--- src/sv/tpvw_pkg.sv ---
// Shared constants and types of the trilinear partial-volume weights unit.
package tpvw_pkg;

  localparam int FRAC_BITS_DEF = 8;
  localparam int MAX_SIZE      = 1024;

  localparam int COORD_W     = 19;
  localparam int SIZE_W      = 11;
  localparam int CORNER_W    = 8;
  localparam int N_CORNER    = 8;
  localparam int N_AXIS      = 3;
  localparam int WEIGHT_W    = 25;
  localparam int WEIGHT_FRAC = 24;
  localparam int VALUE_W     = 16;
  localparam int VALUE_FRAC  = 8;
  localparam int SIZE_RESET  = 256;

  localparam int APB_DW = 32;
  localparam int APB_AW = 4;

  localparam int IN_DATA_W   = 128;
  localparam int OUT_DATA_W  = N_CORNER * WEIGHT_W + VALUE_W;
  localparam int OUT_USER_W  = 1;

  localparam logic [1:0] REG_SIZE_X = 2'd0;
  localparam logic [1:0] REG_SIZE_Y = 2'd1;
  localparam logic [1:0] REG_SIZE_Z = 2'd2;

  typedef logic [N_CORNER-1:0][CORNER_W-1:0] corners_t;

  typedef struct packed {
    logic              ok;
    logic [SIZE_W-1:0] lim;
  } axis_lim_t;

  typedef struct packed {
    axis_lim_t z;
    axis_lim_t y;
    axis_lim_t x;
  } vol_lim_t;

endpackage

--- src/sv/tpvw_weights.sv ---
// Two multiply stages that form the eight partial-volume weight products.
module tpvw_weights #(
  parameter int FRAC_BITS = tpvw_pkg::FRAC_BITS_DEF
) (
  input  logic                                                     clk_i,
  input  logic                                                     rst_ni,
  input  logic                                                     in_valid_i,
  output logic                                                     in_ready_o,
  input  logic                                                     inside_i,
  input  logic [tpvw_pkg::N_AXIS-1:0][FRAC_BITS-1:0]               frac_i,
  input  logic [tpvw_pkg::N_AXIS-1:0][FRAC_BITS:0]                 comp_i,
  input  tpvw_pkg::corners_t                                       corners_i,
  output logic                                                     out_valid_o,
  input  logic                                                     out_ready_i,
  output logic                                                     inside_o,
  output logic [tpvw_pkg::N_CORNER-1:0][3*FRAC_BITS:0]             prod_o,
  output tpvw_pkg::corners_t                                       corners_o
);

  localparam int TW = FRAC_BITS + 1;
  localparam int YW = 2 * FRAC_BITS + 1;
  localparam int PW = 3 * FRAC_BITS + 1;

  logic [3:0][YW-1:0]                  yz_d, yz_q;
  logic [1:0][TW-1:0]                  tx_q;
  logic                                inside2_q, inside3_q;
  tpvw_pkg::corners_t                  corners2_q, corners3_q;
  logic [tpvw_pkg::N_CORNER-1:0][PW-1:0] prod_d, prod_q;
  logic                                v2_q, v3_q;
  logic                                en2, en3;
  logic [TW-1:0]                       ty, tz;

  always_comb begin
    ty = '0;
    tz = '0;
    for (int bc = 0; bc < 4; bc++) begin
      ty       = bc[1] ? {1'b0, frac_i[1]} : comp_i[1];
      tz       = bc[0] ? {1'b0, frac_i[2]} : comp_i[2];
      yz_d[bc] = YW'(ty) * YW'(tz);
    end
  end

  always_comb begin
    for (int k = 0; k < tpvw_pkg::N_CORNER; k++) begin
      prod_d[k] = PW'(tx_q[k[2]]) * PW'(yz_q[k[1:0]]);
    end
  end

  assign en3        = !v3_q || out_ready_i;
  assign en2        = !v2_q || en3;
  assign in_ready_o = en2;

  always_ff @(posedge clk_i or negedge rst_ni) begin
    if (!rst_ni) begin
      v2_q <= 1'b0;
      v3_q <= 1'b0;
    end else begin
      if (en2) begin
        v2_q <= in_valid_i;
      end
      if (en3) begin
        v3_q <= v2_q;
      end
    end
  end

  always_ff @(posedge clk_i) begin
    if (en2 && in_valid_i) begin
      yz_q       <= yz_d;
      tx_q       <= {{1'b0, frac_i[0]}, comp_i[0]};
      inside2_q  <= inside_i;
      corners2_q <= corners_i;
    end
    if (en3 && v2_q) begin
      prod_q     <= prod_d;
      inside3_q  <= inside2_q;
      corners3_q <= corners2_q;
    end
  end

  assign out_valid_o = v3_q;
  assign inside_o    = inside3_q;
  assign prod_o      = prod_q;
  assign corners_o   = corners3_q;

endmodule

--- config.mk ---
export PLATFORM = sky130hd
export DESIGN_NAME = tpvw_weights
export DESIGN_NICKNAME = d
export VERILOG_FILES = /design/src/sv/tpvw_pkg.sv /design/src/sv/tpvw_weights.sv
export SDC_FILE = /design/constraint.sdc
export NUM_CORES = 2
export LEC_CHECK = 0
export ABC_CLOCK_PERIOD_IN_PS = 8250
export BUFFER_PORTS_ARGS = -buffer_cell sky130_fd_sc_hd__buf_2
export CORE_MARGIN = 4
export CORE_UTILIZATION = 45
export DETAILED_ROUTE_END_ITERATION = 12
export GPL_TIMING_DRIVEN = 1
export PLACE_DENSITY = 0.64
export SLEW_MARGIN = 20
export SYNTH_ARGS = -nofsm -noshare
export SYNTH_HDL_FRONTEND = slang
export SYNTH_SLANG_ARGS = --single-unit
--- constraint.sdc ---
create_clock -name clk_i -period 8.25 [get_ports clk_i]
set_input_delay 1.65 -clock clk_i [delete_from_list [all_inputs] [get_ports clk_i]]
set_output_delay 1.65 -clock clk_i [all_outputs]
set_load 0.005 [all_outputs]
Yosys cells after proc, flatten, opt, wreduce, memory -nomap -nowiden. Index checks and enable logic that the tools add are counted.

Output and inout port bits: 267. Logic and storage cells: 52. Input bits: 120. Register bits: 416.

Multiply operators: 12. Reductions and logical operators: 6.

Operators with widths (count): $mul 8x17->25 (3); $mul 9x17->25 (3); $mul 9x16->25 (1); $mul 8x16->24 (1); $mul 8x9->17 (1); $mul 9x8->17 (1); $mul 9x9->17 (1); $mul 8x8->16 (1); $logic_and 1x1->1 (2); $logic_not 1->1 (2); $logic_or 1x1->1 (2).

Longest topological paths before layout.
Word-level depth: 4. Mapped depth: 21. Mapped depth without buffers: 19.

Worst setup path after synthesis. Ideal clock, no wire load.

Kind: input -> register. Start point: in out_ready_i. End point: reg corners3_q, in the netlist corners_o[0], enable pin. Slack: -136 ps. Arrival time: 7728 ps. Stages: 2. Setup time: 658 ps. Buffers on the path: 0. Cells stage by stage: nand2b_1 and2_1.

Word-level cells in the longest chain between the ends: 2.

RTL lines: start: declaration (RTL line tpvw_weights.sv:14) `input logic out_ready_i,`; $logic_or 1x1->1 (RTL line tpvw_weights.sv:49) `assign en3 = !v3_q || out_ready_i;`; $logic_and 1x1->1 (RTL line tpvw_weights.sv:74) `if (en3 && v2_q) begin`; end signal: assignment (RTL line tpvw_weights.sv:77) `corners3_q <= corners2_q;`; end: declaration (RTL line tpvw_weights.sv:27) `tpvw_pkg::corners_t corners2_q, corners3_q;`.

Every way passes these cells. A chain may end at the register's enable or synchronous reset.

==> flow_summary.yaml <==
sta:
  slew_headroom_pct: 35.0
  timing.hold.ws_ps: 415
  rsz0062_at_grt: "no"
  finalHoldViolations: 0
  timing.fmax_ghz: 0.164
  tns_ps: 0
  tightest_slew_ps: 974
  skew_ps: 64.2
  fin_crit_sh_pct: 73.7
  drv_slew: 0
  setup_viol: 0
  post-route-min-period_ps: 6080
worst_setup_path:
  cp_common_cell: "fa_1"
  crit_end: "prod_o[121]"
  worst-r2r-cell-count: 17
  cp-start-kind: "register"
  max_stage_delay_ps: 710
  critPathMaxFanout: 31
  worst-r2r-setup-slack_ps: 2170
  cp-startpoint: "tx_q[12]"
  worstPathArrival_ps: 6450
  cp.required_ps: 8610
  crit_chain: "buf_4 -> buf_4 -> nand2_1 -> fa_1 -> fa_1 -> inv_1 -> fa_1 -> inv_1 -> fa_1 -> inv_1 -> ha_1 -> a21boi_1 -> o41ai_2 -> o21ai_1 -> a31oi_1 -> nor4bb_1 -> a211o_1"
  worstSetupPathType: "register to register"
  slowest_stage: "edfxtp_1"
  endpoint_kind: "register"
  r2r_start: "tx_q[12]"
  r2r-end: "prod_o[121]"
global_routing:
  grt_max_degree: 143
  grt_pass1_wl_mm: 226
  grt-busiest-layer: "met2"
  use_met1_pct: 28.8
  overflow: 0
  use_met2_pct: 35.5
  grt_use_met3_pct: 3.61
  antenna_found_initial: 11
  grt_pass1_vias: 42262
  grt_util_all_layers_pct: 21.3
clocking:
  post-cts-setup-buffer-count: 0
  clock-sinks: 415
  cts_hold_buf: 0
  clk_latency_ps: 670
  cts_resized: 0
  cts_tree: "yes"
  cts_buffers: 53
  clkTransAtPathRegs_ps: 60
  htree_levels: 2
  cts_buffer_depth: 3
  cts_root_buffer: "clkbuf_16"
min_path:
  hp-class: "register to register"
floorplan:
  die-area_um2: 133000
  ios: 387
  die_y_um: 365
  rows: 130
  start_util_pct: 45.4
  core_area_um2: 126000
  die_w_um: 365
cells_and_area:
  finish.utilization_pct: 49.6
  layout_common_cells: "inv_1 (1192), fa_1 (937), and2_1 (927)"
  area_growth_pct: 9.27
  fin_nets: 7541
  fin_area_um2: 62600
  drive_above_1_share_pct: 8.88
  final_common_cell: "inv_1"
synth:
  yosys_warnings: 0
  syn-cell-area_um2: 57200
  synthArstFlopShare_pct: 0.482
  synth_edf_count: 413
  synth_top_area_share_pct: 32.8
  ys.flop_type: "edfxtp_1"
  synth.distinct_cells: 81
  synth_cells: 5736
  yosys.area.top_type: "fa_1"
  yosys-top-cells-area: "fa_1 (33%), edfxtp_1 (22%), ha_1 (11%), and2_1 (10%), inv_1 (7.8%)"
  ys_seq_area_share_pct: 21.8
  ys_seq_elements: 415
  avgSynthCellArea_um2: 9.98
  syn_nets: 7295
outcome:
  run_status: "finished, final reports clean"
routing:
  wl_per_cell_um: 17.8
  drc_errors: 0
  num_vias: 39154
  ant_nets: 0
  drt-pass1-iter-count: 5
  wirelength_mm: 137
  viasPerCell: 5.10
  drtIter0Drc: 2017
placement:
  place_area_um2: 60700
  io_buffers: 385
  dp_hpwl_mm: 103
  gp_congestion: 0.851
flow_run:
  max-cap-violations: 0
-- synth_stat cells (5+ instances only) --
cell      instances
clkbuf_1        231
o21bai_1         26
and3_1           11
a31oi_1          17
xnor2_1         145
o21a_1           38
inv_1          1192
nand2_1         584
ha_1            502
a21oi_1         144
o31ai_1           5
nor2_1           86
and4_1            6
or2_2             5
a21boi_0          5
a21o_1           80
nand3_1          21
nor2b_1          24
o21ai_0          86
a41oi_1           5
fa_1            937
or3_1             7
edfxtp_1        413
a31o_2            7
xor2_1           62
nand2b_1         20
a211oi_1         11
o211ai_1          6
nand4_1          14
and2_1          929
nor3_1           28
-- kinds of logic after synthesis --
kind of cell | Yosys count | share of synthesized area [%]
adder cells (fa/ha/maj) | 1439 | 43.7
buffers and inverters | 1425 | 9.36
XOR/XNOR | 207 | 3.17
multiplexers | 3 | 0.0568
AND/OR/NAND/NOR | 1754 | 16.2
other | 1 | 0.00655
AO/OA/AOI/OAI | 492 | 5.70
flip-flops | 415 | 21.8
-- cell type report --
cell class	instances	area, um2
timing repair buffer	424	2280
fill	11631	63500
clock buffer	60	1350
antenna	7	17.5
inverter	1192	4470
clock inverter	35	472
multi-input combinational	3896	39400
sequential	415	12500
tap	1650	2060
-- registers in the layout, indices dropped and copies added (netlist names), 17 cells and up --
register,count
prod_o,199
corners_o,64
yz_q,67
tx_q,17
corners2_q,64
-- how the worst min path moves through the flow --
stage | from | to | slack (ps) | depth (start not counted)
floorplan | corners2_q[0] | corners_o[0] | 400 | 0
global placement | corners2_q[62] | corners_o[62] | 400 | 0
detailed placement | corners2_q[35] | corners_o[35] | 400 | 0
CTS | corners2_q[27] | corners_o[27] | 410 | 0
global route | corners2_q[12] | corners_o[12] | 420 | 0
finish | corners2_q[40] | corners_o[40] | 420 | 0
-- layer usage --
metal | share of wire, % | up-vias
met2 | 47 | 918
li1 | - | 18087
met5 | 0.0095 | -
met1 | 44 | 19998
met4 | 2.6 | 2
met3 | 6.4 | 149
-- metrics by stage --
step	instances	setup WS [ps]
3_5_place_dp	7577	2180
5_1_grt	7675	1910
2_1_floorplan	5736	2410
4_1_cts	7672	2240
3_3_place_gp	7577	2270
6_report	7679	2170
-- worst max-delay path: cells and delay by family, from the launching register on --
| kind | cells | cell delay [ps] |
|---|---|---|
| buf+inv | 5 | 1030 |
| simple gates | 2 | 220 |
| fa+ha+maj | 5 | 2320 |
| compound gates | 5 | 1490 |
| flops | 1 | 710 |
Power is not shown: default switching activity piles up to over one toggle a cycle in this logic, so the estimate is an artifact.
