===== src/sv/tpvw_pkg.sv =====
// Shared constants and types of the trilinear partial-volume weights unit.
package tpvw_pkg;

  localparam int FRAC_BITS_DEF = 8;
  localparam int MAX_SIZE      = 1024;

  localparam int COORD_W     = 19;
  localparam int SIZE_W      = 11;
  localparam int CORNER_W    = 8;
  localparam int N_CORNER    = 8;
  localparam int N_AXIS      = 3;
  localparam int WEIGHT_W    = 25;
  localparam int WEIGHT_FRAC = 24;
  localparam int VALUE_W     = 16;
  localparam int VALUE_FRAC  = 8;
  localparam int SIZE_RESET  = 256;

  localparam int APB_DW = 32;
  localparam int APB_AW = 4;

  localparam int IN_DATA_W   = 128;
  localparam int OUT_DATA_W  = N_CORNER * WEIGHT_W + VALUE_W;
  localparam int OUT_USER_W  = 1;

  localparam logic [1:0] REG_SIZE_X = 2'd0;
  localparam logic [1:0] REG_SIZE_Y = 2'd1;
  localparam logic [1:0] REG_SIZE_Z = 2'd2;

  typedef logic [N_CORNER-1:0][CORNER_W-1:0] corners_t;

  typedef struct packed {
    logic              ok;
    logic [SIZE_W-1:0] lim;
  } axis_lim_t;

  typedef struct packed {
    axis_lim_t z;
    axis_lim_t y;
    axis_lim_t x;
  } vol_lim_t;

endpackage


===== src/sv/tpvw_cfg.sv =====
// Size registers on the APB port and the per-axis limits derived from them.
module tpvw_cfg (
  input  logic                          clk_i,
  input  logic                          rst_ni,
  input  logic                          psel,
  input  logic                          penable,
  input  logic                          pwrite,
  input  logic [tpvw_pkg::APB_AW-1:0]   paddr,
  input  logic [tpvw_pkg::APB_DW-1:0]   pwdata,
  output logic [tpvw_pkg::APB_DW-1:0]   prdata,
  output logic                          pready,
  output tpvw_pkg::vol_lim_t            lim_o
);

  localparam int SW    = tpvw_pkg::SIZE_W;
  localparam int SAT   = (tpvw_pkg::MAX_SIZE < (1 << SW)) ? tpvw_pkg::MAX_SIZE : (1 << SW) - 1;
  localparam logic [SW-1:0] SAT_V = SW'(SAT);

  logic [SW-1:0] size_x_q, size_y_q, size_z_q;
  logic          wr;
  logic [1:0]    idx;

  function automatic tpvw_pkg::axis_lim_t axis_lim(input logic [SW-1:0] s);
    tpvw_pkg::axis_lim_t r;
    logic [SW-1:0]       eff;
    eff   = (s > SAT_V) ? SAT_V : s;
    r.ok  = (eff >= SW'(2));
    r.lim = eff - SW'(1);
    return r;
  endfunction

  assign pready = 1'b1;
  assign idx    = paddr[tpvw_pkg::APB_AW-1:2];
  assign wr     = psel & penable & pwrite & pready;

  always_ff @(posedge clk_i or negedge rst_ni) begin
    if (!rst_ni) begin
      size_x_q <= SW'(tpvw_pkg::SIZE_RESET);
      size_y_q <= SW'(tpvw_pkg::SIZE_RESET);
      size_z_q <= SW'(tpvw_pkg::SIZE_RESET);
    end else if (wr) begin
      case (idx)
        tpvw_pkg::REG_SIZE_X: size_x_q <= pwdata[SW-1:0];
        tpvw_pkg::REG_SIZE_Y: size_y_q <= pwdata[SW-1:0];
        tpvw_pkg::REG_SIZE_Z: size_z_q <= pwdata[SW-1:0];
        default: ;
      endcase
    end
  end

  always_comb begin
    case (idx)
      tpvw_pkg::REG_SIZE_X: prdata = tpvw_pkg::APB_DW'(size_x_q);
      tpvw_pkg::REG_SIZE_Y: prdata = tpvw_pkg::APB_DW'(size_y_q);
      tpvw_pkg::REG_SIZE_Z: prdata = tpvw_pkg::APB_DW'(size_z_q);
      default:              prdata = '0;
    endcase
  end

  assign lim_o.x = axis_lim(size_x_q);
  assign lim_o.y = axis_lim(size_y_q);
  assign lim_o.z = axis_lim(size_z_q);

endmodule


===== config.mk =====
export PLATFORM = sky130hd
export DESIGN_NAME = tpvw_cfg
export DESIGN_NICKNAME = d
export VERILOG_FILES = /design/src/sv/tpvw_pkg.sv /design/src/sv/tpvw_cfg.sv
export SDC_FILE = /design/constraint.sdc
export NUM_CORES = 1
export LEC_CHECK = 0
export BUFFER_PORTS_ARGS = -buffer_cell sky130_fd_sc_hd__buf_4
export CAP_MARGIN = 0
export CORE_ASPECT_RATIO = 0.8
export CORE_MARGIN = 1.5
export CORE_UTILIZATION = 43
export CTS_CLUSTER_DIAMETER = 30
export DETAILED_ROUTE_END_ITERATION = 6
export GPL_ROUTABILITY_DRIVEN = 0
export GPL_TIMING_DRIVEN = 1
export PLACE_DENSITY_LB_ADDON = 0.08
export REMOVE_ABC_BUFFERS = 1
export SYNTH_ARGS = -nofsm -noshare
export SYNTH_HDL_FRONTEND = slang
export SYNTH_SLANG_ARGS = --single-unit

===== constraint.sdc =====
create_clock -name clk_i -period 2.35 [get_ports clk_i]
set_clock_uncertainty 0.15 [all_clocks]
set_input_delay 0.235 -clock clk_i [delete_from_list [all_inputs] [get_ports clk_i]]
set_output_delay 0.235 -clock clk_i [all_outputs]
set_load 0.02 [all_outputs]

# ---- Word-level counts from Yosys, hierarchy flattened
# Index checks and enable logic that the tools add are counted.
dict set report classes {
  add_sub_neg 3
  n_eq_ne 2
  muxes 4
  bitwise 2
  reduce_logical 4
  order_cmp 6
}
# cell count
set op_table {}
lappend op_table {{11-bit by 2-bit >= comparator with 1-bit output (second input constant)} 3}
lappend op_table {{11-bit > comparator (second input constant)} 3}
lappend op_table {{11-bit two-way mux} 3}
lappend op_table {{11-bit case mux with 3 select lines} 1}
lappend op_table {{11-bit by 1-bit subtractor with 11-bit output (second input constant)} 3}
lappend op_table {{2-bit AND reduction} 3}
lappend op_table {{1-bit bitwise AND} 2}
lappend op_table {{2-bit by 1-bit equality test with 1-bit output (second input constant)} 1}
lappend op_table {{2-bit equality test (second input constant)} 1}
lappend op_table {{2-bit logical NOT} 1}
dict set report word_totals {
  wordCells 24
  reg_bits 33
  out_inout_bits 69
  input_bits 41
}

# ---- Longest topological paths before layout
dict set report logic_depth {
  ltp_word 3
  ltp_mapped 8
  depth_no_buf 6
}

# ---- Worst setup path before layout
# OpenSTA, ideal clock, no wires.
dict set report synth_timing {
  path_kind {register to output}
  from {reg size_z_q[10]}
  to {out lim_o[32] (netlist bit)}
  required_ns 1.965
  arrival_time_ns 2.286
  path_slack_ns -0.321
  stages_incl_launch_ff 8
  cell_sequence {dfrtp_1 inv_1 clkbuf_1 nand2_1 ha_1 buf_1 inv_1 o311ai_0}
}
# item line
set synth_lines {}
lappend synth_lines {{from (decl)} tpvw_cfg.sv:19} ;# logic [SW-1:0] size_x_q, size_y_q, size_z_q;
lappend synth_lines {{from (signal assigned)} tpvw_cfg.sv:40} ;# size_z_q <= SW'(tpvw_pkg::SIZE_RESET);
lappend synth_lines {{from (signal assigned)} tpvw_cfg.sv:45} ;# tpvw_pkg::REG_SIZE_Z: size_z_q <= pwdata[SW-1:0];
lappend synth_lines {{to (decl)} tpvw_cfg.sv:12} ;# output tpvw_pkg::vol_lim_t lim_o

==> metrics.cfg <==
[run_status]
outcome=finished with violations
violations=negative setup slack

[floorplan]
die_h_um=71.5
start_util_pct=45.4
pin_count=110
rows=24
fp.dieW_um=88.6
coreArea_um2=5560
die_area_um2=6330

[worst_setup_path]
path_class=register to primary output
cp_data_required_time_ps=1970
worst_setup_path_start_kind=register
rrSetupSlack_ps=1150
end_kind=primary output
crit_chain=or4_4 -> o41a_1 -> or3_1 -> buf_6
critPathMaxStageDelay_ps=560
crit_fanout=3
arrival_ps=2090
reg2regPathDepth=3
cp_slowest_cell=or4_4

[cts]
cts_buffer_depth=2
cts_tree=yes
htree_levels=2
cts-root-buf=clkbuf_8
numCtsBuffers=5
clk_transition_reported_paths_ps=70
cts.sinks=33
clock_latency_ps=280

[layout]
drive_gt1_share_pct=47.7
diodes=0
layout.cells.most_common_list=buf_4, mux2_2, dfrtp_1
layout_commonest_cell=buf_4
stdcell_area_um2=3460
fin_util_pct=62.4
syn2layout_area_growth_pct=37.4
nNetsFinal=413

[global_route]
grt_use_total_pct=22.3
overflow=0
grt_pass1_vias=2116
grt_max_degree=34
grt_first_pass_wirelength_um=10800
antenna_found_initial=0

[logic_synthesis]
synth_cell_type_count=41
synth-xor-area-share_pct=1.39
synthTopCellsByArea=dfrtp_1, mux2_2, buf_4, mux2i_1, o21ai_0
synthAdderAreaFrac_pct=2.98
yosys.area.top_type=dfrtp_1
syn_area_um2=2520
syn_inst=280
synthMuxAreaShare_pct=19.9
yosys_warnings=0
ys_seq_elements=33
synth_area_per_cell_um2=9.00
yosys.area.top_type_share_pct=29.8
synth_top_family_by_area=multiplexers
seq_area_frac_synth_pct=32.9
synth-simple-area-share_pct=19.3
synth_compound_area_share_pct=12.0

[routing]
finalWirelength_um=6850
vias=2423
dr.pass1.iters=4
drc=0
viasPerCell=5.44
drtAntennaViolNets=0
wl_per_cell_um=15.4
drtIter0Drc=120

[place]
dpl_cell_area_um2=3100
post-dp-hpwl_um=5060
dp_slack_ps=104
portBuffers=64

[sta]
fin_crit_ps=2480
finalMaxSlewViolations=0
setup_viol=4
fmax_ghz=0.404
final_hold_viol_count=0
post-route-period-util_pct=105
setup_ws_ps=-128
grt_setup_unrepaired=yes

[pwr]
ir_worst_vdd_mv=0.459
p_leak_nw=1.57
powerDensity_nw_per_um2=975

[worst_hold_path]
hold_path_depth=2
hold_path.class=input port to register

[job]
cap_violations=0

## worst max-delay path: cells and delay by family (launching register included)
family	cells	cell delay, ps
flops	1	410
compound gates	1	330
simple gates	2	930
buf+inv	1	140
## cells by family (layout without fill, tap and decap cells)
logic type	after synthesis	in the layout
adder cells (fa/ha/maj)	6	6
flip-flops	33	33
multiplexers	46	46
XOR/XNOR	4	4
AND/OR/NAND/NOR	92	92
AO/OA/AOI/OAI	46	46
other	2	22
buffers and inverters	51	118
## worst paths after layout
kind                                           end                     from
min reg2reg                size_z_q[5]$_DFFE_PN0P_  size_z_q[5]$_DFFE_PN0P_
min in group asynchronous  size_z_q[9]$_DFFE_PN0P_                   rst_ni
max reg2reg                size_z_q[3]$_DFFE_PN0P_  size_z_q[3]$_DFFE_PN0P_
max in group asynchronous  size_x_q[1]$_DFFE_PN0P_                   rst_ni
max                                      lim_o[33]  size_z_q[1]$_DFFE_PN0P_
min                        size_y_q[6]$_DFFE_PN0P_                pwdata[6]
## synth_stat cells (all sizes together)
| library cell | number |
|---|---|
| mux2 | 33 |
| dfrtp | 30 |
| buf | 26 |
| nand2 | 21 |
| o21ai | 19 |
| nand3 | 16 |
| clkbuf | 15 |
| mux2i | 13 |
| or3 | 12 |
| nor3 | 10 |
| inv | 9 |
| nor2 | 9 |
| or4 | 7 |
| ha | 6 |
| o31ai | 6 |
| nor4 | 5 |
| a21oi | 4 |
| nor2b | 4 |
| nor3b | 4 |
| xnor2 | 4 |
| a211oi | 3 |
| a31o | 3 |
| dfstp | 3 |
| conb | 2 |
| o311ai | 2 |
| or3b | 2 |
| a21boi | 1 |
| a311o | 1 |
| a31oi | 1 |
| a32oi | 1 |
| and3 | 1 |
| clkinv | 1 |
| nand4 | 1 |
| o211ai | 1 |
| o21bai | 1 |
| o31a | 1 |
| o41a | 1 |
| o41ai | 1 |
## sequential cells by signal (all words and copies together) (netlist names)
name,count
size_y_q,11
size_z_q,11
size_x_q,11
## metrics by stage
stage / setup TNS [ps] / hold slack, ps / instances / power (mW)
2_1_floorplan: -158 / -211 / 259 / 1.93
3_3_place_gp: 0 / 51.8 / 424 / 2.66
3_5_place_dp: 0 / 56.3 / 424 / 2.68
4_1_cts: -286 / 46.7 / 438 / 3.23
5_1_grt: -720 / 47.1 / 445 / 3.59
6_report: -384 / 51.3 / 445 / 3.38
## final cells by class
cell class,count,area [µm²]
sequential,33,837
fill,523,2090
inverter,10,37.5
tap,78,97.6
timing repair buffer,100,787
clock buffer,7,96.3
multi-input combinational,216,1600
clock inverter,1,5.00
## routing by layer
metal  part of all wire, %  global-route usage (%)
met5                     0                       0
met4                  0.83                    4.69
met3                   5.7                    4.72
met2                    45                    32.3
met1                    49                    34.1
## report_power, final
| part | internal [mW] | total, mW | switching (mW) |
|---|---|---|---|
| Combinational | 0.954 | 2.00 | 1.04 |
| Sequential | 0.715 | 0.906 | 0.191 |
| Clock | 0.265 | 0.473 | 0.208 |
## timing repair
action | in CTS | in global routing
setup buffers | 5 | 7
endpoints found under the hold margin | 30 | 0
endpoints found under the setup margin | 9 | 12
hold buffers | 1 | 0
pin swaps | 1 | 7
resized for setup | 14 | 29
(Power assumes the default switching activity.)
