## src/sv/tpvw_pkg.sv

```systemverilog
// Shared constants and types of the trilinear partial-volume weights unit.
package tpvw_pkg;

  localparam int FRAC_BITS_DEF = 8;
  localparam int MAX_SIZE      = 1024;

  localparam int COORD_W     = 19;
  localparam int SIZE_W      = 11;
  localparam int CORNER_W    = 8;
  localparam int N_CORNER    = 8;
  localparam int N_AXIS      = 3;
  localparam int WEIGHT_W    = 25;
  localparam int WEIGHT_FRAC = 24;
  localparam int VALUE_W     = 16;
  localparam int VALUE_FRAC  = 8;
  localparam int SIZE_RESET  = 256;

  localparam int APB_DW = 32;
  localparam int APB_AW = 4;

  localparam int IN_DATA_W   = 128;
  localparam int OUT_DATA_W  = N_CORNER * WEIGHT_W + VALUE_W;
  localparam int OUT_USER_W  = 1;

  localparam logic [1:0] REG_SIZE_X = 2'd0;
  localparam logic [1:0] REG_SIZE_Y = 2'd1;
  localparam logic [1:0] REG_SIZE_Z = 2'd2;

  typedef logic [N_CORNER-1:0][CORNER_W-1:0] corners_t;

  typedef struct packed {
    logic              ok;
    logic [SIZE_W-1:0] lim;
  } axis_lim_t;

  typedef struct packed {
    axis_lim_t z;
    axis_lim_t y;
    axis_lim_t x;
  } vol_lim_t;

endpackage

```

## src/sv/tpvw_value.sv

```systemverilog
// Weight scaling, corner products, sum tree and the output register.
module tpvw_value #(
  parameter int FRAC_BITS = tpvw_pkg::FRAC_BITS_DEF
) (
  input  logic                                          clk_i,
  input  logic                                          rst_ni,
  input  logic                                          in_valid_i,
  output logic                                          in_ready_o,
  input  logic                                          inside_i,
  input  logic [tpvw_pkg::N_CORNER-1:0][3*FRAC_BITS:0]  prod_i,
  input  tpvw_pkg::corners_t                            corners_i,
  output logic                                          out_valid_o,
  input  logic                                          out_ready_i,
  output logic [tpvw_pkg::OUT_DATA_W-1:0]               out_data_o,
  output logic [tpvw_pkg::OUT_USER_W-1:0]               out_user_o
);

  localparam int PW  = 3 * FRAC_BITS + 1;
  localparam int SW  = 3 * FRAC_BITS + tpvw_pkg::CORNER_W;
  localparam int WW  = tpvw_pkg::WEIGHT_W;
  localparam int WF  = tpvw_pkg::WEIGHT_FRAC;
  localparam int VW  = tpvw_pkg::VALUE_W;
  localparam int VF  = tpvw_pkg::VALUE_FRAC;
  localparam int NC  = tpvw_pkg::N_CORNER;

  logic [NC-1:0][SW-1:0]   mp_d, mp_q;
  logic [NC-1:0][WW-1:0]   w_d, w4_q, w5_q, w6_q;
  logic [PW+WF-1:0]        wide_w;
  logic [3:0][SW-1:0]      s5_d, s5_q;
  logic [SW-1:0]           total;
  logic [SW+VF-1:0]        wide_v;
  logic [VW-1:0]           interp_d, interp_q;
  logic                    inside4_q, inside5_q, inside6_q;
  logic                    v4_q, v5_q, v6_q;
  logic                    en4, en5, en6;

  always_comb begin
    wide_w = '0;
    for (int k = 0; k < NC; k++) begin
      mp_d[k] = SW'(prod_i[k]) * SW'(corners_i[k]);
      wide_w  = {prod_i[k], {WF{1'b0}}} >> (3 * FRAC_BITS);
      w_d[k]  = wide_w[WW-1:0];
    end
  end

  always_comb begin
    for (int j = 0; j < 4; j++) begin
      s5_d[j] = mp_q[2*j] + mp_q[2*j+1];
    end
  end

  always_comb begin
    total    = (s5_q[0] + s5_q[1]) + (s5_q[2] + s5_q[3]);
    wide_v   = {total, {VF{1'b0}}} >> (3 * FRAC_BITS);
    interp_d = wide_v[VW-1:0];
  end

  assign en6        = !v6_q || out_ready_i;
  assign en5        = !v5_q || en6;
  assign en4        = !v4_q || en5;
  assign in_ready_o = en4;

  always_ff @(posedge clk_i or negedge rst_ni) begin
    if (!rst_ni) begin
      v4_q <= 1'b0;
      v5_q <= 1'b0;
      v6_q <= 1'b0;
    end else begin
      if (en4) begin
        v4_q <= in_valid_i;
      end
      if (en5) begin
        v5_q <= v4_q;
      end
      if (en6) begin
        v6_q <= v5_q;
      end
    end
  end

  always_ff @(posedge clk_i) begin
    if (en4 && in_valid_i) begin
      mp_q      <= mp_d;
      w4_q      <= w_d;
      inside4_q <= inside_i;
    end
    if (en5 && v4_q) begin
      s5_q      <= s5_d;
      w5_q      <= w4_q;
      inside5_q <= inside4_q;
    end
    if (en6 && v5_q) begin
      interp_q  <= interp_d;
      w6_q      <= w5_q;
      inside6_q <= inside5_q;
    end
  end

  assign out_valid_o = v6_q;
  assign out_data_o  = {interp_q, w6_q};
  assign out_user_o  = inside6_q;

endmodule

```

## config.mk

```make
export PLATFORM = sky130hd
export DESIGN_NAME = tpvw_value
export DESIGN_NICKNAME = d
export VERILOG_FILES = /design/src/sv/tpvw_pkg.sv /design/src/sv/tpvw_value.sv
export SDC_FILE = /design/constraint.sdc
export NUM_CORES = 2
export LEC_CHECK = 0
export ABC_AREA = 1
export BUFFER_PORTS_ARGS = -buffer_cell sky130_fd_sc_hd__buf_2
export CAP_MARGIN = 5
export CORE_MARGIN = 2
export CORE_UTILIZATION = 64
export CTS_BUF_LIST = sky130_fd_sc_hd__clkbuf_4 sky130_fd_sc_hd__clkbuf_8 sky130_fd_sc_hd__clkbuf_16
export DETAILED_ROUTE_END_ITERATION = 6
export PLACE_DENSITY = 0.82
export SETUP_SLACK_MARGIN = 0.02
export SLEW_MARGIN = 0
export SYNTH_ARGS = -nofsm -noshare
export SYNTH_HDL_FRONTEND = slang
export SYNTH_SLANG_ARGS = --single-unit
```

## constraint.sdc

```tcl
create_clock -name clk_i -period 16.2 [get_ports clk_i]
set_input_delay 3.24 -clock clk_i [delete_from_list [all_inputs] [get_ports clk_i]]
set_output_delay 3.24 -clock clk_i [all_outputs]
set_load 0.005 [all_outputs]
```

# After elaboration in Yosys (flattened, before gate mapping)
# Cells that the tools add are included.
# W data, S select, Z words.
dict set report op_classes {
  n_addsub 7
  mul 8
  n_reduce_logical 9
}
# cell count
set op_table {}
lappend op_table {{$mul A25 B8 Y32} 8}
lappend op_table {{$add A32 B32 Y32} 7}
lappend op_table {{$logic_and A1 B1 Y1} 3}
lappend op_table {{$logic_not A1 Y1} 3}
lappend op_table {{$logic_or A1 B1 Y1} 3}
dict set report word_totals {
  register_bits 1006
  elab_cells 67
}

# Depth between registers and ports, before layout
dict set report logic_depth {
  depth_word 5
  depth_mapped 23
  mapped_depth_nobuf 21
}

# Least setup slack after synthesis
# No wires, ideal clock.
dict set report synth_timing {
  kind {input to register}
  start {in out_ready_i}
  end {reg interp_q[0], enable pin}
  setup_time_ps 866
  arrival_ps 13633
  required_time_ps 15334
  slack_ps 1701
  path_stages 2
  path_buffers 0
  path_cell_list {inv_1 -> a21oi_1}
}
dict set report synth_via {
  elab_chain_cells 2
}
# item line_no
set synth_lines {}
lappend synth_lines {{start: declaration} tpvw_value.sv:13} ;# input logic out_ready_i,
lappend synth_lines {{$logic_or A1 B1 Y1} tpvw_value.sv:58} ;# assign en6 = !v6_q || out_ready_i;
lappend synth_lines {{$logic_and A1 B1 Y1} tpvw_value.sv:92} ;# if (en6 && v5_q) begin
lappend synth_lines {{end signal: assignment} tpvw_value.sv:93} ;# interp_q <= interp_d;
lappend synth_lines {{end: declaration} tpvw_value.sv:32} ;# logic [VW-1:0] interp_d, interp_q;
# No other way between the ends.
# A chain may end at the register's enable or synchronous reset.

# Final worst setup path
dict set report layout_timing {
  start {in out_ready_i}
  end {out in_ready_o}
}
dict set report layout_via {
  elab_chain_cells 3
}
# item line_no
set layout_lines {}
lappend layout_lines {{$logic_or A1 B1 Y1} tpvw_value.sv:58}
lappend layout_lines {{$logic_or A1 B1 Y1} tpvw_value.sv:59} ;# assign en5 = !v5_q || en6;
lappend layout_lines {{$logic_or A1 B1 Y1} tpvw_value.sv:60} ;# assign en4 = !v4_q || en5;
lappend layout_lines {{end: declaration} tpvw_value.sv:8} ;# output logic in_ready_o,
# No other way between the ends.

==> reports/qor.csv <==
stage,metric,value,unit
cells_and_area,drive_above_1_share,6.331,%
synthesis,synth_edf_count,1003,
run,cap_violations,0,
cells_and_area,layout_common_cells,"3911 x nand2_1, 3243 x inv_1, 1161 x fa_1",
power_and_ir_drop,power,0.02331,W
worst_setup_path,startpoint,out_ready_i,
sta,setup_violations,0,
worst_setup_path,crit_chain,"buf_2, inv_1, nand2_1, nor2_1, nand2_1, buf_2",
sta,fin_skew,57.57,ps
routing,drtAntennaViolNets,0,
cts,post_cts_buffers,0,
cells_and_area,final_net_count,14240,
floorplan,die_x,396.4,um
synthesis,yosysTopAreaCellShare,30.56,%
worst_setup_path,crit_type,in -> out,
routing,vias_per_cell,5.252,
worst_setup_path,startpoint_type,input port,
placed_design,dp_hpwl,195800,um
global_routing,grt_max_degree,139,
cts,worstSkewPairLatency,770,ps
global_routing,grt_pass1_vias,76490,
floorplan,die_y,396.4,um
sta,tns,0,ps
routing,drt-total-wl,247800,um
cts,cts_hold_buf,0,
synthesis,ys_ff_latch,1006,
sta,finalHoldViolations,0,
worst_setup_path,slowest_stage,buf_2,
synthesis,synth.distinct_cells,37,
floorplan,rows,144,
routing,routedWlPerCell,17.23,um
worst_setup_path,end_kind,output port,
outcome,status,"finished, violations left",
routing,drt-initial-drc-count,6583,
floorplan,initial_core_util,64.21,%
cts,cts-root-buf,clkbuf_16,
synthesis,async_flop_share,0.2982,%
worst_setup_path,slowest_delay,140,ps
worst_setup_path,crit_path_end,in_ready_o,
cts,numClockSinks,1006,
synthesis,syn_nets,14020,
synthesis,yosysTopAreaCell,edfxtp_1,
placed_design,dp.cells,14180,
worst_setup_path,rrSetupSlack,12150,ps
sta,hold_ws,396.5,ps
placed_design,gp_congestion,0.9712,
global_routing,grt_pass1_wl,398500,um
power_and_ir_drop,irDropWorstVdd,0.1753,mV
floorplan,io_pins,488,
cts,cts_tree,done,
worst_setup_path,r2r-start,out_valid_o$_DFFE_PN0P_,
floorplan,die-area,157200,um^2
global_routing,grtUsageTotal,32.02,%
worst_setup_path,reg2reg_to,w4_q[118]$_DFFE_PP_,
synthesis,synthCells,12030,
sta,grt_setup_unrepaired,false,
global_routing,grt_overflow,0,
routing,vias,75540,
hold_path,min-delay-path-class,reg -> reg,
outcome,violations,design-rule violations,
routing,drt_pass1_iterations,7,
sta,relSlewSlack,34.95,%
synthesis,seq_area_frac_synth,30.63,%
worst_setup_path,arrival,3920,ps
sta,fin_crit_sh,44.17,%
synthesis,ys.flop_type,edfxtp_1,
sta,drv_slew,0,
worst_setup_path,r2r_cells,8,
cells_and_area,layout_commonest_cell,nand2_1,
cts,cts_buffer_depth,3,
global_routing,antenna_found_initial,7,
cells_and_area,syn2layout_area_growth,7.465,%
sta,fmax,139.8,MHz
cells_and_area,fin_util,69.00,%
power_and_ir_drop,power_density,220.1,nW/um^2
cells_and_area,num-fill-cells,12160,
cts,cts.reportedPaths.clkPinSlew,60,ps
worst_setup_path,cp.required,12960,ps
synthesis,syn_area_per_cell,8.195,um^2
cts,htree_levels,3,
placed_design,numPortBuffers,487,
floorplan,core,153500,um^2
power_and_ir_drop,p_leak,60.92,nW
routing,drc,2,
synthesis,syn-cell-area,98570,um^2
cts,numCtsBuffers,108,
sta,finalCriticalPeriod,7156,ps
synthesis,ys_warn_count,0,
sta,worst_pin_slew,975.7,ps
worst_setup_path,crit_fanout,3,
synthesis,synth.area.top_cells,"edfxtp_1 31%, fa_1 24%, nand2_1 15%",
cts,cts.repair.resized,0,
cells_and_area,final_cells,14390,
[worst max-delay path, delay by kind of cell]
| kind | cells | cell delay [ps] |
|---|---|---|
| and+or+nand+nor | 3 | 330 |
| buffers and inverters | 3 | 350 |
[cells in the mapped netlist (34+ instances only)]
library cell and n:
a21oi_1 263, nand2_1 3911, nand3b_1 37, fa_1 1161, and2_1 34, nand2_2 34
nor2_1 525, o21bai_1 73, xor2_1 170, nand4_1 53, edfxtp_1 1003, ha_1 561
xnor2_1 62, inv_1 3245, nand3_1 341, clkbuf_1 382
[registers in the layout, summed over array words and instances (netlist names)]
signal	flops
inside5_q	1
w5_q	200
out_data_o	200
out_valid_o	1
v4_q	1
mp_q	256
w4_q	200
s5_q	128
out_user_o	1
v5_q	1
interp_q	16
inside4_q	1
[final cells by class]
| cell class | instances | area (um^2) | area share [%] |
|---|---|---|---|
| inverters | 3246 | 12200 | 11.52 |
| well taps | 2044 | 2557 | 2.414 |
| multi-input cells | 7384 | 54730 | 51.67 |
| flip-flops and latches | 1006 | 30190 | 28.51 |
| clock buffers | 127 | 2863 | 2.703 |
| diodes | 5 | 12.51 | 0.01181 |
| repair buffers | 499 | 2552 | 2.410 |
| clock inverters | 74 | 818.3 | 0.7725 |
[cells by family (layout without fill, tap and decap cells)]
kind of cell / count (synthesis) / count (layout) / share of synthesized area [%]
compound gates: 392 / 392 / 2.287
flops: 1006 / 1006 / 30.63
fa+ha+maj: 1722 / 1722 / 30.70
buf+inv: 3638 / 3946 / 13.85
other cells: 0 / 5 / 0
xor+xnor: 232 / 232 / 2.061
simple gates: 5038 / 5038 / 20.46
[metal layers]
metal / track usage, % / part of all wire, % / vias up
met5: 0 / 0.0093 / -
met4: 8.175 / 2.2 / 4
met1: 45.98 / 43 / 36230
met3: 4.720 / 8.5 / 431
met2: 51.47 / 47 / 3149
li1: - / - / 35730
[power breakdown]
group / switching (W) / leakage [nW] / internal [W]
combinational: 0.0105 / 49.4 / 0.00536
sequential: 0.000512 / 9.74 / 0.00439
clock: 0.00111 / 1.81 / 0.00148
[worst min path at each step]
stage,from,endpoint,slack (ps),cells after the start
2_1_floorplan,inside4_q$_DFFE_PP_,inside5_q$_DFFE_PP_,400,0
4_1_cts,w4_q[130]$_DFFE_PP_,w5_q[130]$_DFFE_PP_,380,0
6_report,w4_q[130]$_DFFE_PP_,w5_q[130]$_DFFE_PP_,400,0
3_5_place_dp,w5_q[103]$_DFFE_PP_,out_data_o[103]$_DFFE_PP_,400,0
3_3_place_gp,w4_q[175]$_DFFE_PP_,w5_q[175]$_DFFE_PP_,400,0
5_1_grt,w4_q[130]$_DFFE_PP_,w5_q[130]$_DFFE_PP_,390,0
[through the flow]
step                      cell area, um^2  setup WS [ps]
after floorplan                     98570           1701
after global placement             102200           8587
after detailed placement           102200           8526
after CTS                          105900           9043
after global routing               105900           9011
final                              105900           9044
Note: power is estimated with default switching activity, not from simulation.
