--- config.mk ---
export PLATFORM = sky130hd
export DESIGN_NAME = tpvw_front
export DESIGN_NICKNAME = d
export VERILOG_FILES = /design/src/sv/tpvw_pkg.sv /design/src/sv/tpvw_front.sv
export SDC_FILE = /design/constraint.sdc
export NUM_CORES = 1
export LEC_CHECK = 0
export ABC_AREA = 0
export BUFFER_PORTS_ARGS = -buffer_cell sky130_fd_sc_hd__clkbuf_2
export CORE_ASPECT_RATIO = 0.9
export CORE_UTILIZATION = 25
export DETAILED_ROUTE_END_ITERATION = 8
export GPL_TIMING_DRIVEN = 0
export SETUP_SLACK_MARGIN = 0.02
export SYNTH_ARGS = -nofsm -noshare
export SYNTH_HDL_FRONTEND = slang
export SYNTH_SLANG_ARGS = --single-unit
--- constraint.sdc ---
create_clock -name clk_i -period 4.3 [get_ports clk_i]
set_input_delay 0.43 -clock clk_i [delete_from_list [all_inputs] [get_ports clk_i]]
set_output_delay 0.43 -clock clk_i [all_outputs]
set_load 0.1 [all_outputs]
--- src/sv/tpvw_pkg.sv ---
// Shared constants and types of the trilinear partial-volume weights unit.
package tpvw_pkg;

  localparam int FRAC_BITS_DEF = 8;
  localparam int MAX_SIZE      = 1024;

  localparam int COORD_W     = 19;
  localparam int SIZE_W      = 11;
  localparam int CORNER_W    = 8;
  localparam int N_CORNER    = 8;
  localparam int N_AXIS      = 3;
  localparam int WEIGHT_W    = 25;
  localparam int WEIGHT_FRAC = 24;
  localparam int VALUE_W     = 16;
  localparam int VALUE_FRAC  = 8;
  localparam int SIZE_RESET  = 256;

  localparam int APB_DW = 32;
  localparam int APB_AW = 4;

  localparam int IN_DATA_W   = 128;
  localparam int OUT_DATA_W  = N_CORNER * WEIGHT_W + VALUE_W;
  localparam int OUT_USER_W  = 1;

  localparam logic [1:0] REG_SIZE_X = 2'd0;
  localparam logic [1:0] REG_SIZE_Y = 2'd1;
  localparam logic [1:0] REG_SIZE_Z = 2'd2;

  typedef logic [N_CORNER-1:0][CORNER_W-1:0] corners_t;

  typedef struct packed {
    logic              ok;
    logic [SIZE_W-1:0] lim;
  } axis_lim_t;

  typedef struct packed {
    axis_lim_t z;
    axis_lim_t y;
    axis_lim_t x;
  } vol_lim_t;

endpackage

--- src/sv/tpvw_front.sv ---
// Range check and fraction split of the three coordinates, one register stage.
module tpvw_front #(
  parameter int FRAC_BITS = tpvw_pkg::FRAC_BITS_DEF
) (
  input  logic                                                  clk_i,
  input  logic                                                  rst_ni,
  input  tpvw_pkg::vol_lim_t                                    lim_i,
  input  logic                                                  in_valid_i,
  output logic                                                  in_ready_o,
  input  logic [tpvw_pkg::N_AXIS-1:0][tpvw_pkg::COORD_W-1:0]    coord_i,
  input  tpvw_pkg::corners_t                                    corners_i,
  output logic                                                  out_valid_o,
  input  logic                                                  out_ready_i,
  output logic                                                  inside_o,
  output logic [tpvw_pkg::N_AXIS-1:0][FRAC_BITS-1:0]            frac_o,
  output logic [tpvw_pkg::N_AXIS-1:0][FRAC_BITS:0]              comp_o,
  output tpvw_pkg::corners_t                                    corners_o
);

  localparam int CW   = tpvw_pkg::COORD_W;
  localparam int IPW  = CW - 1 - FRAC_BITS;
  localparam int CMPW = (IPW > tpvw_pkg::SIZE_W) ? IPW : tpvw_pkg::SIZE_W;
  localparam logic [FRAC_BITS:0] ONE = {1'b1, {FRAC_BITS{1'b0}}};

  tpvw_pkg::axis_lim_t [tpvw_pkg::N_AXIS-1:0] lim_arr;
  logic [tpvw_pkg::N_AXIS-1:0]                 ok;
  logic                                        inside_d;
  logic [tpvw_pkg::N_AXIS-1:0][FRAC_BITS-1:0]  frac_d;
  logic [tpvw_pkg::N_AXIS-1:0][FRAC_BITS:0]    comp_d;
  logic                                        vld_q;
  logic                                        en;
  logic                                        inside_q;
  logic [tpvw_pkg::N_AXIS-1:0][FRAC_BITS-1:0]  frac_q;
  logic [tpvw_pkg::N_AXIS-1:0][FRAC_BITS:0]    comp_q;
  tpvw_pkg::corners_t                          corners_q;

  assign lim_arr = {lim_i.z, lim_i.y, lim_i.x};

  always_comb begin
    for (int a = 0; a < tpvw_pkg::N_AXIS; a++) begin
      ok[a] = lim_arr[a].ok && !coord_i[a][CW-1] &&
              (CMPW'(coord_i[a][CW-2:FRAC_BITS]) < CMPW'(lim_arr[a].lim));
    end
    inside_d = &ok;
    for (int a = 0; a < tpvw_pkg::N_AXIS; a++) begin
      frac_d[a] = inside_d ? coord_i[a][FRAC_BITS-1:0] : '0;
      comp_d[a] = inside_d ? (ONE - {1'b0, coord_i[a][FRAC_BITS-1:0]}) : '0;
    end
  end

  assign en         = !vld_q || out_ready_i;
  assign in_ready_o = en;

  always_ff @(posedge clk_i or negedge rst_ni) begin
    if (!rst_ni) begin
      vld_q <= 1'b0;
    end else if (en) begin
      vld_q <= in_valid_i;
    end
  end

  always_ff @(posedge clk_i) begin
    if (en && in_valid_i) begin
      inside_q  <= inside_d;
      frac_q    <= frac_d;
      comp_q    <= comp_d;
      corners_q <= corners_i;
    end
  end

  assign out_valid_o = vld_q;
  assign inside_o    = inside_q;
  assign frac_o      = frac_q;
  assign comp_o      = comp_q;
  assign corners_o   = corners_q;

endmodule

After elaboration in Yosys (flattened, before gate mapping)

Index checks and enable logic that the tools add are counted.

$add $sub $neg: 3
Reduce and logical (&&, ||, !) cells: 13
$lt $le $gt $ge: 3

Operator list:

| operator                                        | number |
|---|---|
| < comparator 10 x 11 -> 1 bit                   | 3 |
| subtractor 9 x 8 -> 9 bit, first input constant | 3 |
| logical AND 1 bit                               | 7 |
| logical NOT 1 bit                               | 4 |
| AND reduction 3 bit                             | 1 |
| logical OR 1 bit                                | 1 |

Logic and storage cells: 35
Bits in registers: 117
Input port bits: 161

Longest topological paths before layout

Gate-level depths: netlist (run 1).

Depth after elaboration: 4
Gate-level depth with buffers: 9

Worst setup path after synthesis (run 1)

Ideal clock, no wire load.

Path type: register -> register
From: reg vld_q (netlist: out_valid_o)
To: reg comp_q, in the netlist comp_o[10] (enable)
Path slack: -0.565 ns
Data required time: 3.816 ns
Stages on the path, launching flop included: 3
Arrival: 4.381 ns
Period minus slack after synthesis: 4.865 ns
Path buffers: 0
Library setup time: 0.484 ns
Cells stage by stage: dfrtp_1 -> nand2b_1 -> and2_1

Cells in the longest elaborated chain, start to end: 3

Ends and longest elaborated chain:

| item                     | RTL line         | RTL |
|---|---|---|
| start: declaration       | tpvw_front.sv:30 | `logic vld_q;` |
| start signal: assignment | tpvw_front.sv:58 | `vld_q <= in_valid_i;` |
| logical NOT 1 bit        | tpvw_front.sv:51 | `assign en = !vld_q \|\| out_ready_i;` |
| logical OR 1 bit         | tpvw_front.sv:51 |  |
| net in_ready_o           | tpvw_front.sv:9  | `output logic in_ready_o,` |
| logical AND 1 bit        | tpvw_front.sv:63 | `if (en && in_valid_i) begin` |
| end signal: assignment   | tpvw_front.sv:66 | `comp_q <= comp_d;` |
| end: declaration         | tpvw_front.sv:34 | `logic [tpvw_pkg::N_AXIS-1:0][FRAC_BITS:0] comp_q;` |

The timed path passes the listed nets, and every way through them passes these cells.
A chain may end at the register's enable or synchronous reset.

Final worst setup path (run 1)

From: in lim_i[33] (netlist bit)
To: reg comp_q, in the netlist comp_o[6] (data pin)

Cells in the longest elaborated chain, start to end: 3

Ends and longest elaborated chain:

| item                          | RTL line         | RTL |
|---|---|---|
| start: declaration            | tpvw_front.sv:7  | `input tpvw_pkg::vol_lim_t lim_i,` |
| < comparator 10 x 11 -> 1 bit | tpvw_front.sv:42 | `(CMPW'(coord_i[a][CW-2:FRAC_BITS]) < CMPW'(lim_arr[a].lim));` |
| logical AND 1 bit             | tpvw_front.sv:41 | `ok[a] = lim_arr[a].ok && !coord_i[a][CW-1] &&` |
| AND reduction 3 bit           | tpvw_front.sv:44 | `inside_d = &ok;` |

No other way between the ends.

==> results of run 1 <==
cells in the mapped netlist (2+ instances only):
cell type	count
nor3_1	18
and2_1	2
nor4_1	3
o31ai_1	3
ha_1	30
nor3_2	10
xnor2_1	6
nand2b_1	7
or4_1	6
nand4_1	2
buf_4	4
inv_1	34
a21oi_1	9
nor2_1	9
xor2_1	9
nor4_2	21
edfxtp_1	113
nand2_1	35
nand3_1	5
clkbuf_1	9
o21ai_0	2
nor3b_1	3
buf_6	2
nor2b_1	4
buf_2	3
a21o_1	2
final cells by class:
class / count / area (um2)
Clock inverter: 15 / 199
Fill cell: 1990 / 12600
Sequential cell: 114 / 3420
Buffer: 18 / 101
Multi-Input combinational cell: 196 / 1520
Timing Repair Buffer: 280 / 1430
Inverter: 34 / 128
Clock buffer: 17 / 425
Tap cell: 255 / 319
registers in the layout (all words and copies together), names as in the netlist:
name / flops
corners_o: 64
comp_o: 24
frac_o: 24
inside_o: 1
out_valid_o: 1
what timing repair did:
action                    4_1_cts  5_1_grt
gates resized for setup         0        0
buffers inserted                0        0
hold buffers                    1        0
hold endpoints to repair        1        0
per-layer routing:
| metal | share of wire, % | global-route usage (%) |
|---|---|---|
| met5 | 0.18 | 0 |
| met4 | 1.6 | 5.68 |
| met3 | 9.5 | 6.02 |
| met2 | 50 | 25.0 |
| met1 | 39 | 15.8 |
metrics by stage:
| stage | setup slack (ns) | instances | cell area [um2] |
|---|---|---|---|
| floorplan | 0.640 | 362 | 5170 |
| global placement | 1.19 | 895 | 6880 |
| detailed placement | 1.28 | 896 | 6910 |
| CTS | 1.72 | 929 | 7540 |
| global route | 1.55 | 929 | 7540 |
| finish | 1.77 | 929 | 7540 |
worst register-to-register path, stage by stage (launching register included):
cell and delay (ns):
dfrtp_1 0.37, nand2b_1 0.11, and2_4 0.63, buf_16 0.36
logic make-up after synthesis:
| logic type | count (synthesis) | synth area share [%] |
|---|---|---|
| buf+inv | 52 | 4.43 |
| xor+xnor | 15 | 2.54 |
| flops | 114 | 66.2 |
| simple gates | 128 | 16.5 |
| fa+ha+maj | 30 | 7.27 |
| compound gates | 23 | 3.10 |
final timing paths:
check	startpoint	end	slack, ns	cells past startpoint
min in group asynchronous	rst_ni	out_valid_o	0.33	2
max in group asynchronous	rst_ni	out_valid_o	3.89	2
worst max register to register	out_valid_o	frac_o[19]	2.44	3
worst min-delay path	corners_i[18]	corners_o[18]	0.19	1
worst min register to register	out_valid_o	out_valid_o	0.54	2
worst max-delay path	lim_i[33]	comp_o[6]	1.77	9
report_power, final:
group	total (mW)	internal (mW)	switching [mW]	leakage (nW)
Combinational	0.655	0.130	0.525	1.99
Sequential	1.30	1.28	0.0153	1.11
Clock	1.49	0.932	0.561	0.309
Total	3.45	2.35	1.10	3.42
==> summary.txt, run 1 <==
Outcome
  – Status: completed

Die
  – Core footprint: 20100 um2
  – Die area: 21200 um2
  – Site Rows: 49
  – I/O pins: 279
  – Initial Utilization: 25.7%
  – Die Ht: 138 um
  – Die width: 154 um

Route
  – Via count: 4044
  – Drt total wl: 15100 um
  – Drc violations: 0
  – Detailed router's first-iteration violation count: 137
  – Routed Antenna Nets: 0
  – Post-DR wirelength/cell: 16.2 um
  – Drt via density: 4.35
  – Router iterations before antenna repair: 4

Clocking
  – Root Driver: clkbuf_16
  – Clk sinks: 114
  – CTS tree: done
  – Worst-path clk slew: 0.06 ns
  – Clock Path Buffers: 2
  – H-tree depth: 4
  – Worst-Skew Late Latency: 0.41 ns
  – CTS buffer count: 17

STA
  – Fin Clk Skew: 0.00784 ns
  – Count of final setup violators: 0
  – RSZ-0062 raised after global routing: false
  – Final Hold Fails: 0
  – Final hold slack: 0.188 ns
  – Max frequency: 396 MHz
  – Post-layout min period: 2.53 ns
  – Rel. slew slack: 45.6%
  – Fin crit share: 58.8%
  – Pins Over Slew Limit: 0
  – Setup total negative slack: 0 ns
  – Least-Margin Pin Slew: 0.816 ns

Yosys
  – Number of synthesized flops with an enable pin: 113
  – Unique masters post-synth: 37
  – Cell area after synthesis: 5170 um2
  – Top-area cell type share of the netlist area: 65.7%
  – Ranking of synthesized cells by area: edfxtp_1, ha_1, nor4_2
  – Gate Count Post-Synth: 362
  – Ys Warns: 0
  – Sequential share of the synthesized area: 66.2%
  – Syn Area/Cell: 14.3 um2
  – Area leader, netlist: edfxtp_1
  – Synth Register Bits: 114
  – Asr flop ratio synth: 0.877%
  – Syn_nets: 553
  – Primary FF master, synth: edfxtp_1

Finish
  – Area growth from synthesis to layout: 46.0%
  – Most frequent cells in the layout: clkbuf_2, edfxtp_1, nand2_1
  – Number of diodes: 0
  – NumNets Final: 852
  – Share of layout cells above drive strength 1: 52.5%
  – Util after Layout: 37.5%
  – Commonest non-fill, non-tap cell in the layout: clkbuf_2

Critical path
  – CP startpoint kind: primary input
  – Critical path, cell by cell: clkbuf_2 > inv_1 > ha_1 > and4b_1 > nor3b_1 > and2_1 > clkbuf_1 > clkbuf_1 > nor4_2
  – Biggest cell delay along the critical path: 0.67 ns
  – CP Capture Type: flip-flop
  – Critical Path Fanout Max: 10
  – CP delay by family, top: buffers and inverters
  – Worst path required time: 4.42 ns
  – Crit Path Class: in2reg
  – Worst path bufs/invs: 4
  – Crit-path most repeated cell: clkbuf_1
  – CP Data Arrival Time: 2.65 ns
  – Slowest CP cell: clkbuf_1

GRT
  – Number of global-route vias before repair: 4069
  – First-pass GRT wire length: 22800 um
  – Overall Global Routing Usage: 14.5%
  – Largest net degree at the start of global routing: 64
  – Grt total ovfl: 0
  – Initial antenna violation count: 2

Pwr
  – Power per cell area: 457 nW/um2
  – Worst vdd ir: 0.000221 V
  – Power consumption: 3.45 mW
  – Lkg Pwr: 3.42 nW

Run
  – # Max-Cap Violations: 0

Worst hold path
  – Min-delay worst type: in2reg

Placement
  – Hpwl dp: 11800 um
  – Buffers on Ports: 278
  – Routability congestion estimate: 0.709
No activity file was read; power rests on OpenSTA's default activity.
==> run 2, diff against run 1 <==
==> constraint.sdc (replaced) <==
create_clock -name clk_i -period 2.1 [get_ports clk_i]
set_input_delay 0.21 -clock clk_i [delete_from_list [all_inputs] [get_ports clk_i]]
set_output_delay 0.21 -clock clk_i [all_outputs]
set_load 0.1 [all_outputs]
==> run 2 against run 1 <==
Hold slack got worse by 0.12 ns. Critical path depth increased by 1. Clock skew decreased by 0.0030 ns. Worst setup slack got worse by 1.7 ns. Final cell count increased by 7.1%. Combinational power increased by 120%. Non-clock buffer count increased by 66. Critical path type unchanged. Clock power increased by 96%. Design area increased by 10%. Highest routed layer is now met4. Count of clock-buffer cells in the layout unchanged. Power increased by 100%.
==> summary.txt, run 2 (synthesis results as in run 1) <==
GRT
  – First-pass GRT wire length: 24700 um (was 22800 um)
  – Number of global-route vias before repair: 4372 (was 4069)
  – Largest net degree at the start of global routing: 73 (was 64)
  – Initial antenna violation count: 0 (was 2)
  – Overall Global Routing Usage: 15.8% (was 14.5%)
  – Grt total ovfl: 0 (unchanged)

Die
  – Die area: 21200 um2 (unchanged)
  – Initial Utilization: 25.7% (unchanged)
  – Site Rows: 49 (unchanged)
  – Core footprint: 20100 um2 (unchanged)
  – Die width: 154 um (unchanged)
  – I/O pins: 279 (unchanged)
  – Die Ht: 138 um (unchanged)

Placement
  – Routability congestion estimate: 0.725 (was 0.709)
  – Pre-CTS WS: -0.675 ns (was 1.28 ns)
  – Hpwl dp: 11900 um (was 11800 um)
  – Placed instance count: 896 (unchanged)
  – Buffers on Ports: 278 (unchanged)

STA
  – Final hold slack: 0.0666 ns (was 0.188 ns)
  – Post-layout min period: 2.03 ns
  – RSZ-0062 raised after global routing: true (was false)
  – Fin Clk Skew: 0.00483 ns (was 0.00784 ns)
  – Pins Over Slew Limit: 0 (unchanged)
  – Rel. slew slack: 56.7% (was 45.6%)
  – Final Hold Fails: 0 (unchanged)
  – Fin crit share: 96.5%
  – Max frequency: 493 MHz
  – Setup total negative slack: 0 ns (unchanged)
  – Setup ws final: 0.0732 ns (was 1.77 ns)
  – Count of final setup violators: 0 (unchanged)
  – Least-Margin Pin Slew: 0.653 ns (was 0.816 ns)

Pwr
  – Combinational fraction of design power: 20.8% (was 19.0%)
  – Worst vdd ir: 0.000457 V (was 0.000221 V)
  – Sw Ratio: 32.5% (was 31.9%)
  – Net switching power: 2.29 mW (was 1.10 mW)
  – Sequential share of power: 37.8% (was 37.7%)
  – Clock Power Share: 41.4% (was 43.3%)
  – Lkg Pwr: 3.76 nW (was 3.42 nW)
  – Cell Int Power: 4.76 mW (was 2.35 mW)
  – Power per cell area: 851 nW/um2 (was 457 nW/um2)

Finish
  – Layout Cells excl Fill: 995 (was 929)
  – NumNets Final: 918 (was 852)
  – Area of the multi-input gates: 1610 um2 (was 1520 um2)
  – Area growth from synthesis to layout: 60.5% (was 46.0%)
  – Commonest non-fill, non-tap cell in the layout: clkbuf_2 (unchanged)
  – Share of layout cells above drive strength 1: 49.3% (was 52.5%)
  – Max reg flops: 64 (unchanged)
  – Fill cells: 1887 (was 1990)
  – Util after Layout: 41.2% (was 37.5%)
  – Most frequent cells in the layout: clkbuf_2, edfxtp_1, dlygate4sd3_1 (was clkbuf_2, edfxtp_1, nand2_1)
  – Number of diodes: 0 (unchanged)
  – Register area: 3420 um2 (about the same)

Route
  – Post-DR wirelength/cell: 16.7 um (was 16.2 um)
  – Router iterations before antenna repair: 4 (unchanged)
  – Drt total wl: 16600 um (was 15100 um)
  – Drt via density: 4.26 (was 4.35)
  – Drc violations: 0 (unchanged)
  – Detailed router's first-iteration violation count: 143 (was 137)
  – Routed Antenna Nets: 0 (unchanged)
  – Via count: 4239 (was 4044)

Critical path
  – CP Data Arrival Time: 2.26 ns (was 2.65 ns)
  – Slowest CP cell: or4_4 (was clkbuf_1)
  – CP startpoint kind: primary input (unchanged)
  – Reg-to-reg critical path startpoint: out_valid_o (unchanged)
  – Biggest cell delay along the critical path: 0.52 ns (was 0.67 ns)
  – Critical Path Fanout Max: 5 (was 10)
  – Worst path bufs/invs: 4 (unchanged)
  – Crit Path Class: in2reg (unchanged)
  – Crit path launch: lim_i[9] (was lim_i[33])
  – Worst path required time: 2.33 ns (was 4.42 ns)
  – CP Capture Type: flip-flop (unchanged)
  – CP delay by family, top: simple AND/OR/NAND/NOR gates (was buffers and inverters)
  – Critical path, cell by cell: clkbuf_2 > inv_1 > ha_1 > nor2b_1 > or4_4 > a2111oi_4 > o211ai_1 > buf_4 > buf_6 > nor4_4 (was clkbuf_2 > inv_1 > ha_1 > and4b_1 > nor3b_1 > and2_1 > clkbuf_1 > clkbuf_1 > nor4_2)

Clocking
  – Root Driver: clkbuf_16 (unchanged)
  – Clk sinks: 114 (unchanged)
  – CTS tree: done (unchanged)
  – Worst-path clk slew: 0.06 ns (about the same)
  – Clock Path Buffers: 2 (unchanged)
  – CTS buffer count: 17 (unchanged)
  – H-tree depth: 4 (unchanged)
  – Worst-Skew Late Latency: 0.41 ns (about the same)

Worst hold path
  – HP Start: out_ready_i (was corners_i[18])
  – Min-delay worst type: in2reg (unchanged)

Outcome
  – Status: completed (unchanged)

Run
  – # Max-Cap Violations: 0 (unchanged)
==> run 2: cell count changes in the layout (fill, tap and decap cells not counted), moves of 2 or more <==
cell / delta
inv_8: -2
nor4_4: +5
inv_6: +2
nor4_2: -5
dlygate4sd3_1: +65
clkbuf_2: +3
buf_4: +2
clkbuf_1: -5
==> run 2: timing repair <==
action | 4_1_cts | 5_1_grt
setup endpoints to repair | 37 | 40
hold buffers | 64 | 2
buffers inserted | 0 | 2
cloned | 0 | 1
pin swaps | 0 | 2
endpoints found under the hold margin | 64 | 2
gates resized for setup | 4 | 17
==> run 2: layer usage <==
layer  GRT usage, %  vias up  wire length [um]  share of wire [%]
met1           16.7     1960              6410                 39
met3           5.58       17              1270                7.6
met2           28.5      183              8590                 52
met4           6.53        0               380                2.3
li1               -     2079                 -                  -
met5              0        -                 0                  0
==> run 2: layout make-up <==
class,instances,area share [%]
repair buffers,348,25.4
plain buffers,16,1.31
well taps,255,3.85
flip-flops and latches,114,41.3
clock buffers,17,5.13
multi-input cells,196,19.4
clock inverters,15,2.07
inverters,34,1.54
==> run 2: per-stage QoR <==
stage,cell area [um2],power (mW)
6_report,8290,7.05
3_3_place_gp,6900,4.05
2_1_floorplan,5190,3.71
5_1_grt,8290,7.28
3_5_place_dp,6920,4.06
4_1_cts,8170,7.11
==> run 2: path summary, 6_finish.rpt <==
kind | end | slack [ns] | cells after the start
min in group asynchronous | out_valid_o | 0.10 | 2
setup reg to reg | comp_o[16] | 0.22 | 3
hold reg to reg | out_valid_o | 0.57 | 2
setup / recovery | comp_o[12] | 0.07 | 10
hold / removal | out_valid_o | 0.07 | 3
max in group asynchronous | out_valid_o | 1.90 | 2
==> run 2: worst min-delay path, cell delays in order <==
cell      delay (ns)
clkbuf_2        0.07
nand2b_4        0.11
nand2b_1        0.05
==> run 2: power by group through the flow <==
stage               clock network (mW)  logic [mW]  registers (mW)
finish                            2.92        1.47            2.66
global route                      3.06        1.54            2.67
CTS                               2.99        1.46            2.66
detailed placement                   0        1.35            2.71
global placement                     0        1.34            2.71
floorplan                            0       0.234            3.48
